$ cat src/hdl/tgrc_pkg.sv
package tgrc_pkg;

    // Timestamps are free-running millisecond counters that wrap at 2^16.
    localparam int TIME_BITS = 16;

    localparam int INTERACTION_BITS = 2;
    localparam int DIRECTION_BITS   = 3;

    // Configuration register indexes.
    localparam int                CFG_INDEX_BITS = 2;
    localparam logic [CFG_INDEX_BITS-1:0] CFG_REPEAT_INTERVAL = 2'd0;
    localparam logic [CFG_INDEX_BITS-1:0] CFG_HOLD_INTERVAL   = 2'd1;

    // Reset values of the configuration registers.
    localparam logic [TIME_BITS-1:0] REPEAT_INTERVAL_RESET = 16'd70;
    localparam logic [TIME_BITS-1:0] HOLD_INTERVAL_RESET   = 16'd400;

    // A move smaller than this on both axes counts as a press.
    localparam int DEADZONE_PX = 6;

    // Extra time after the repeat interval before a release ends a sequence.
    localparam logic [TIME_BITS:0] RELEASE_GRACE_MS = 17'd30;

    // Interaction codes.
    localparam logic [INTERACTION_BITS-1:0] INTER_NONE  = 2'd0;
    localparam logic [INTERACTION_BITS-1:0] INTER_PRESS = 2'd1;
    localparam logic [INTERACTION_BITS-1:0] INTER_SWIPE = 2'd2;

    // Direction codes.
    localparam logic [DIRECTION_BITS-1:0] DIR_NONE  = 3'd0;
    localparam logic [DIRECTION_BITS-1:0] DIR_UP    = 3'd1;
    localparam logic [DIRECTION_BITS-1:0] DIR_DOWN  = 3'd2;
    localparam logic [DIRECTION_BITS-1:0] DIR_LEFT  = 3'd3;
    localparam logic [DIRECTION_BITS-1:0] DIR_RIGHT = 3'd4;

    // Classification of one movement.
    typedef struct packed {
        logic [INTERACTION_BITS-1:0] interaction;
        logic [DIRECTION_BITS-1:0]   direction;
    } gesture_t;

    // Elapsed time between two timestamps, modulo 2^16.
    function automatic logic [TIME_BITS-1:0] since(
        input logic [TIME_BITS-1:0] now,
        input logic [TIME_BITS-1:0] mark
    );
        since = now - mark;
    endfunction

endpackage

$ cat src/hdl/tgrc_classify.sv
// Classifies the movement from the sequence origin to the current point.
module tgrc_classify #(
    parameter int COORD_BITS = 12
) (
    input  logic [COORD_BITS-1:0] point_x,
    input  logic [COORD_BITS-1:0] point_y,
    input  logic [COORD_BITS-1:0] origin_x,
    input  logic [COORD_BITS-1:0] origin_y,
    output tgrc_pkg::gesture_t    gesture
);

    logic signed [COORD_BITS:0] dx;
    logic signed [COORD_BITS:0] dy;
    logic        [COORD_BITS:0] ax;
    logic        [COORD_BITS:0] ay;
    logic                       in_deadzone;

    assign dx = $signed({1'b0, point_x}) - $signed({1'b0, origin_x});
    assign dy = $signed({1'b0, point_y}) - $signed({1'b0, origin_y});
    assign ax = dx[COORD_BITS] ? unsigned'(-dx) : unsigned'(dx);
    assign ay = dy[COORD_BITS] ? unsigned'(-dy) : unsigned'(dy);

    assign in_deadzone = (ax < (COORD_BITS+1)'(tgrc_pkg::DEADZONE_PX)) &&
                         (ay < (COORD_BITS+1)'(tgrc_pkg::DEADZONE_PX));

    always_comb
    begin
        gesture.interaction = in_deadzone ? tgrc_pkg::INTER_PRESS : tgrc_pkg::INTER_SWIPE;
        // The vertical axis wins when both magnitudes are equal.
        if (ax > ay)
        begin
            gesture.direction = dx[COORD_BITS] ? tgrc_pkg::DIR_LEFT : tgrc_pkg::DIR_RIGHT;
        end
        else if (dy[COORD_BITS])
        begin
            gesture.direction = tgrc_pkg::DIR_UP;
        end
        else if (dy != '0)
        begin
            gesture.direction = tgrc_pkg::DIR_DOWN;
        end
        else
        begin
            gesture.direction = tgrc_pkg::DIR_NONE;
        end
    end

endmodule

$ cat src/hdl/touch_gesture_repeat_classifier.sv
// Touch gesture classifier with auto-repeat. Each poll request carries a
// millisecond timestamp, a touch flag and the touch point. The block takes
// one poll request in every clock cycle while its input is not stalled:
// a poll is captured in an input register, the phase machine and the
// movement classifier evaluate it there, and any event lands in the
// result register. The result register lets a new poll enter while a
// finished event still waits downstream; only when the result register
// is full and stalled does the block stall its input. At most
// one event comes out of each poll. The first event of a touch is emitted
// once more than repeat_interval_ms has passed since touch-down and reports
// press or swipe with the dominant direction; after hold_interval_ms more
// the same classification repeats every repeat_interval_ms at the current
// point. All time differences wrap modulo 2^16. Configuration writes are
// always taken at once and should only be made while the block is idle.
module touch_gesture_repeat_classifier #(
    parameter int COORD_BITS = 12
) (
    input  logic                                    clk,
    input  logic                                    rst_n,

    // Poll channel.
    input  logic                                    item_valid,
    output logic                                    item_stall,
    input  logic [tgrc_pkg::TIME_BITS-1:0]          now_ms,
    input  logic                                    touch_active,
    input  logic [COORD_BITS-1:0]                   point_x,
    input  logic [COORD_BITS-1:0]                   point_y,

    // Event channel.
    output logic                                    result_valid,
    input  logic                                    result_stall,
    output logic [tgrc_pkg::INTERACTION_BITS-1:0]   interaction,
    output logic [tgrc_pkg::DIRECTION_BITS-1:0]     direction,
    output logic [COORD_BITS-1:0]                   event_x,
    output logic [COORD_BITS-1:0]                   event_y,

    // Configuration write channel.
    input  logic                                    cfg_valid,
    output logic                                    cfg_ready,
    input  logic [tgrc_pkg::CFG_INDEX_BITS-1:0]     cfg_index,
    input  logic [tgrc_pkg::TIME_BITS-1:0]          cfg_data
);

    localparam int TB = tgrc_pkg::TIME_BITS;

    typedef enum logic [2:0] {
        PH_IDLE    = 3'd0,
        PH_STARTED = 3'd1,
        PH_SINGLE  = 3'd2,
        PH_WAIT    = 3'd3,
        PH_REPEAT  = 3'd4
    } phase_t;

    // Configuration.
    logic [TB-1:0]           repeat_interval_reg;
    logic [TB-1:0]           hold_interval_reg;

    // Input register.
    logic                    item_v_reg;
    logic [TB-1:0]           now_reg;
    logic                    touch_reg;
    logic [COORD_BITS-1:0]   px_reg;
    logic [COORD_BITS-1:0]   py_reg;

    // Sequence state.
    phase_t                  phase_reg, phase_next;
    logic [TB-1:0]           start_ms_reg, start_ms_next;
    logic [TB-1:0]           first_ms_reg, first_ms_next;
    logic [TB-1:0]           last_ms_reg, last_ms_next;
    logic [COORD_BITS-1:0]   origin_x_reg, origin_x_next;
    logic [COORD_BITS-1:0]   origin_y_reg, origin_y_next;
    tgrc_pkg::gesture_t      held_reg, held_next;

    // Result register.
    logic                    result_v_reg;
    tgrc_pkg::gesture_t      result_gesture_reg;
    logic [COORD_BITS-1:0]   result_x_reg;
    logic [COORD_BITS-1:0]   result_y_reg;

    logic                    advance;
    logic                    emit;
    logic                    result_taken;
    tgrc_pkg::gesture_t      gesture;
    logic [TB-1:0]           since_start;
    logic [TB-1:0]           since_first;
    logic [TB-1:0]           since_last;

    tgrc_classify #(
        .COORD_BITS (COORD_BITS)
    ) u_classify (
        .point_x  (px_reg),
        .point_y  (py_reg),
        .origin_x (origin_x_reg),
        .origin_y (origin_y_reg),
        .gesture  (gesture)
    );

    // The poll in the input register is evaluated whenever the result
    // register has room for a possible event this cycle.
    assign result_taken = result_v_reg && !result_stall;
    assign advance      = item_v_reg && (!result_v_reg || !result_stall);
    assign item_stall   = item_v_reg && result_v_reg && result_stall;
    assign cfg_ready    = 1'b1;

    assign since_start = tgrc_pkg::since(now_reg, start_ms_reg);
    assign since_first = tgrc_pkg::since(now_reg, first_ms_reg);
    assign since_last  = tgrc_pkg::since(now_reg, last_ms_reg);

    always_comb
    begin
        phase_next    = phase_reg;
        start_ms_next = start_ms_reg;
        first_ms_next = first_ms_reg;
        last_ms_next  = last_ms_reg;
        origin_x_next = origin_x_reg;
        origin_y_next = origin_y_reg;
        held_next     = held_reg;
        emit          = 1'b0;

        if (!touch_reg)
        begin
            // The grace sum is formed one bit wider, so it never wraps.
            if (phase_reg != PH_IDLE &&
                {1'b0, since_start} > ({1'b0, repeat_interval_reg} + tgrc_pkg::RELEASE_GRACE_MS))
            begin
                phase_next            = PH_IDLE;
                held_next.interaction = tgrc_pkg::INTER_NONE;
                held_next.direction   = tgrc_pkg::DIR_NONE;
            end
        end
        else
        begin
            case (phase_reg)
                PH_STARTED:
                begin
                    if (since_start > repeat_interval_reg)
                    begin
                        held_next     = gesture;
                        first_ms_next = now_reg;
                        phase_next    = PH_SINGLE;
                        emit          = 1'b1;
                    end
                end
                PH_SINGLE:
                begin
                    if (since_first > (repeat_interval_reg >> 2))
                    begin
                        phase_next = PH_WAIT;
                    end
                end
                PH_WAIT:
                begin
                    if (since_first > hold_interval_reg)
                    begin
                        phase_next   = PH_REPEAT;
                        last_ms_next = now_reg;
                    end
                end
                PH_REPEAT:
                begin
                    if (since_last > repeat_interval_reg)
                    begin
                        last_ms_next = now_reg;
                        emit         = 1'b1;
                    end
                end
                default:
                begin
                    // Touch-down: remember where and when the sequence began.
                    origin_x_next = px_reg;
                    origin_y_next = py_reg;
                    start_ms_next = now_reg;
                    phase_next    = PH_STARTED;
                end
            endcase
        end
    end

    always_ff @(posedge clk or negedge rst_n)
    begin
        if (!rst_n)
        begin
            repeat_interval_reg <= tgrc_pkg::REPEAT_INTERVAL_RESET;
            hold_interval_reg   <= tgrc_pkg::HOLD_INTERVAL_RESET;
            item_v_reg          <= 1'b0;
            now_reg             <= '0;
            touch_reg           <= 1'b0;
            px_reg              <= '0;
            py_reg              <= '0;
            phase_reg           <= PH_IDLE;
            start_ms_reg        <= '0;
            first_ms_reg        <= '0;
            last_ms_reg         <= '0;
            origin_x_reg        <= '0;
            origin_y_reg        <= '0;
            held_reg            <= '0;
            result_v_reg        <= 1'b0;
            result_gesture_reg  <= '0;
            result_x_reg        <= '0;
            result_y_reg        <= '0;
        end
        else
        begin
            if (cfg_valid && cfg_ready)
            begin
                case (cfg_index)
                    tgrc_pkg::CFG_REPEAT_INTERVAL: repeat_interval_reg <= cfg_data;
                    tgrc_pkg::CFG_HOLD_INTERVAL:   hold_interval_reg   <= cfg_data;
                    default:                       ;
                endcase
            end

            if (!item_stall)
            begin
                item_v_reg <= item_valid;
                if (item_valid)
                begin
                    now_reg   <= now_ms;
                    touch_reg <= touch_active;
                    px_reg    <= point_x;
                    py_reg    <= point_y;
                end
            end

            if (advance)
            begin
                phase_reg    <= phase_next;
                start_ms_reg <= start_ms_next;
                first_ms_reg <= first_ms_next;
                last_ms_reg  <= last_ms_next;
                origin_x_reg <= origin_x_next;
                origin_y_reg <= origin_y_next;
                held_reg     <= held_next;
            end

            if (advance && emit)
            begin
                result_v_reg       <= 1'b1;
                result_gesture_reg <= held_next;
                result_x_reg       <= px_reg;
                result_y_reg       <= py_reg;
            end
            else if (result_taken)
            begin
                result_v_reg <= 1'b0;
            end
        end
    end

    assign result_valid = result_v_reg;
    assign interaction  = result_gesture_reg.interaction;
    assign direction    = result_gesture_reg.direction;
    assign event_x      = result_x_reg;
    assign event_y      = result_y_reg;

    // An event always carries a real classification.
    a_event_classified: assert property (@(posedge clk) disable iff (!rst_n)
        result_valid |-> (interaction == tgrc_pkg::INTER_PRESS ||
                          interaction == tgrc_pkg::INTER_SWIPE))
        else $error("event without a classification");

    // Once the first event has gone out, the held classification is set.
    a_held_after_event: assert property (@(posedge clk) disable iff (!rst_n)
        (phase_reg == PH_SINGLE || phase_reg == PH_WAIT || phase_reg == PH_REPEAT)
        |-> held_reg.interaction != tgrc_pkg::INTER_NONE)
        else $error("held classification lost after the first event");

    // The input stalls only behind a full, stalled result register.
    a_stall_cause: assert property (@(posedge clk) disable iff (!rst_n)
        item_stall |-> (item_v_reg && result_v_reg && result_stall))
        else $error("input stalled without a blocked result");

    // A poll that sat stalled is evaluated later, never dropped.
    a_stalled_poll_kept: assert property (@(posedge clk) disable iff (!rst_n)
        item_stall |=> item_v_reg)
        else $error("stalled poll was dropped");

endmodule

$ cat config.mk
export PLATFORM = sky130hd
export DESIGN_NAME = touch_gesture_repeat_classifier
export DESIGN_NICKNAME = d
export VERILOG_FILES = /design/src/hdl/tgrc_pkg.sv /design/src/hdl/tgrc_classify.sv /design/src/hdl/touch_gesture_repeat_classifier.sv
export SDC_FILE = /design/constraint.sdc
export NUM_CORES = 1
export LEC_CHECK = 0
export ABC_AREA = 1
export BUFFER_PORTS_ARGS = -buffer_cell sky130_fd_sc_hd__buf_4
export CORE_MARGIN = 2
export CORE_UTILIZATION = 45
export DETAILED_ROUTE_END_ITERATION = 8
export SYNTH_ARGS = -nofsm -noshare
export SYNTH_HDL_FRONTEND = slang
export SYNTH_SLANG_ARGS = --single-unit
$ cat constraint.sdc
create_clock -name clk -period 6.1 [get_ports clk]
set_input_delay 0.915 -clock clk [delete_from_list [all_inputs] [get_ports clk]]
set_output_delay 0.915 -clock clk [all_outputs]
set_load 0.05 [all_outputs]
==> run_results.csv <==
group,metric,value,unit
cts,cts_tree,"built",
synth,synth_edf_count,0,
setup_path,crit_type,"flop to flop",
place,dp_hpwl,25200,um
cts,cts.root.buffer_cell,"clkbuf_16",
power,ir_worst_vdd,0.000371,V
drt,postRouteAntennaNets,0,
cts,ctsHoldBuffers,0,
timing,setup_viol,0,
timing,worstMarginPinSlew,1.03,ns
cts,cts.sinks,184,
layout,final_nets,2062,
synth,synthTopCellsByArea,"dfrtp_1, ha_1, nand2_1",
die,die_area,30800,um^2
power,total_leakage_power,7.97,nW
setup_path,slowest_stage,"fa_1",
setup_path,cp_slowest_stage_delay,0.40,ns
synth,synth_area_per_cell,7.58,um^2
drt,drc,0,
synth,syn_inst,1747,
die,top_level_ports,96,
cts,clk_latency,0.46,ns
cts,cts_made_buffers,17,
die,start_util,0.459,
synth,synth_area_leader_cell,"dfrtp_1",
setup_path,crit-reg2reg-launch,"now_reg[0]$_DFFE_PN0P_",
timing,finalSetupTns,0,ns
drt,wl_per_cell,14.3,um
synth,synth_xor_area_frac,0.0456,
synth,ys_seq_elements,184,
timing,period_share,0.851,
die,dieHeight,176,um
synth,ys.flop_type,"dfrtp_1",
synth,synth_top_area_frac,0.336,
synth,synth_nets,1976,
setup_path,crit_required,6.42,ns
power,power,0.00928,W
synth,async_flop_share,1.00,
setup_path,r2r_setup_slack,0.91,ns
synth,yosys_warnings,0,
timing,hold_viol_final,0,
layout,n_antenna_cell,0,
drt,vias_per_cell,5.06,
setup_path,worst_path_most_repeated_cell,"nand2_1",
power,powerDensity,618,nW/um^2
synth,ys_types,49,
cts,htree_levels,4,
cts,postCtsSetupBuffers,0,
timing,rsz0062_at_grt,"no",
setup_path,worstPathArrival,5.51,ns
timing,fmax,193,MHz
drt,vias,11300,
global_route,grt_max_degree,77,
global_route,antenna_found_initial,0,
setup_path,crit_start,"now_reg[0]$_DFFE_PN0P_",
die,floorplan.die.width,176,um
place,place.gp.congestion,0.885,
die,rows,62,
synth,ys_seq_area_frac,0.348,
setup_path,setup.worst_path.end_class,"flop",
global_route,grt_pass1_vias,11000,
worst_hold_path,hold_path_class,"primary input to async pin",
drt,drt-pass1-iter-count,7,
global_route,grt_overflow,0,
setup_path,path_max_fanout,7,
cts,ctsResizeCount,0,
setup_path,reg2reg_to,"interaction[1]$_DFFE_PN0P_",
drt,drt-total-wl,32000,um
cts,cts_buffer_depth,2,
synth,synth.area.mux_share,0.0153,
global_route,grt_pass1_wl,53900,um
job,maxCapViolations,0,
setup_path,rr_worst_depth,34,
layout,area_growth,13.2,%
setup_path,cp-start-kind,"flop",
synth,synth_compound_area_frac,0.130,
timing,fin_skew,0.0206,ns
place,port_buffers,94,
global_route,track_usage,0.217,
setup_path,endpoint,"interaction[1]$_DFFE_PN0P_",
synth,synth_top_family_by_area,"simple AND/OR/NAND/NOR gates",
timing,slew_viol_final,0,
cts,path_clk_slew,0.09,ns
synth,synth_area,13300,um^2
synth,synth_fa_ha_area_frac,0.159,
drt,drtIter0Drc,562,
timing,slew_headroom,0.308,
die,core_area,28900,um^2
layout,drive_above_1_share,0.0986,
status,status,"finished clean",
synth,synth-simple-area-share,0.210,
timing,fin_crit,5.19,ns
## placed cells by master, fill, tap and decap left out, drive strengths merged, types with 2 or more instances in the layout
cell type  count
a211oi         5
a21boi         3
a21o           4
a21oi        128
a31oi          6
buf          102
clkbuf        18
clkinv        10
dfrtp        178
dfstp          6
fa             5
ha           160
inv          286
mux2          18
nand2        427
nand3         81
nand3b         2
nand4         22
nor2         121
nor3          18
nor4           3
o2111ai        4
o21a           2
o21ai        140
o21bai        10
o221ai         4
o31ai          3
xnor2         14
xor2          55
## cells in the mapped netlist, types with 2 or more instances
library cell  number
nand2_1          421
a21boi_0           2
o21ai_0          135
inv_1            276
mux2_2            18
inv_2              5
ha_1             160
xor2_1            55
a31oi_1            6
dfstp_2            6
o2111ai_1          4
buf_6              2
fa_1               5
clkbuf_1          32
nand2_2            6
nand3b_1           2
nor4_1             3
nand3_1           79
nor2_1           118
a211oi_1           5
xnor2_1           14
clkinv_1           2
o21ai_1            4
nand4_1           22
a21o_1             4
dfrtp_1          178
nor2_2             3
o221ai_1           4
nand3_2            2
a21oi_1          127
o31ai_1            3
o21a_1             2
o21bai_1          10
nor3_1            17
## routing by layer
metal  track usage  vias to the layer above  share of wire
met4        0.0520                        0          0.016
met5             0                        -              0
met1         0.277                     5239           0.46
met2         0.385                      171           0.50
met3        0.0318                       36          0.027
li1              -                     5838              -
## stage by stage
step / instances / worst slack (ns) / instance area (um^2) / hold WS, ns / utilization
after detailed placement: 2198 / 0.965 / 14400 / 0.467 / 0.498
after global placement: 2198 / 1.07 / 14400 / 0.459 / 0.498
final: 2230 / 0.909 / 15000 / 0.467 / 0.520
after CTS: 2230 / 0.947 / 15000 / 0.480 / 0.520
after floorplan: 1747 / 1.45 / 13300 / 0.453 / -
after global routing: 2230 / 0.353 / 15000 / 0.504 / 0.520
## how the worst min path moves through the flow
stage	to	slack [ns]	depth (start not counted)
3_5_place_dp	event_x[8]$_DFFE_PN0P_	0.47	2
3_3_place_gp	event_y[10]$_DFFE_PN0P_	0.46	2
4_1_cts	hold_interval_reg[1]$_DFFE_PN0P_	0.48	1
2_1_floorplan	first_ms_reg[10]$_DFFE_PN0P_	0.45	2
5_1_grt	hold_interval_reg[1]$_DFFE_PN0P_	0.50	1
6_report	hold_interval_reg[1]$_DFFE_PN0P_	0.47	1
## where the power goes
group	switching [W]	internal [W]	total [W]
Combinational	0.00393	0.00229	0.00621
Clock	0.000576	0.000603	0.00118
Sequential	0.000262	0.00162	0.00188
## cells by family after synthesis
kind of cell,after synthesis
AO/OA/AOI/OAI,314
XOR/XNOR,69
adder cells (fa/ha/maj),165
buffers and inverters,319
flip-flops,184
multiplexers,18
other,1
AND/OR/NAND/NOR,677
## critical path, delay by kind of cell, from the launching register on
family                     cells  cell delay [ns]
and+or+nand+nor               16             1.97
xor gates and xnor gates       1             0.17
adders and majority gates      3             0.86
buffers and inverters          5             0.40
DFF                            1             0.37
AOI/OAI and AO/OA              9             1.26
## area by class of cell
cell class	count	area, um^2
inverters	283	1060
multi-input cells	1244	7430
clock inverters	15	219
flip-flops and latches	184	4610
repair buffers	103	779
clock buffers	17	425
fillers	2876	13900
well taps	384	480
No activity file was read; power rests on OpenSTA's default activity.
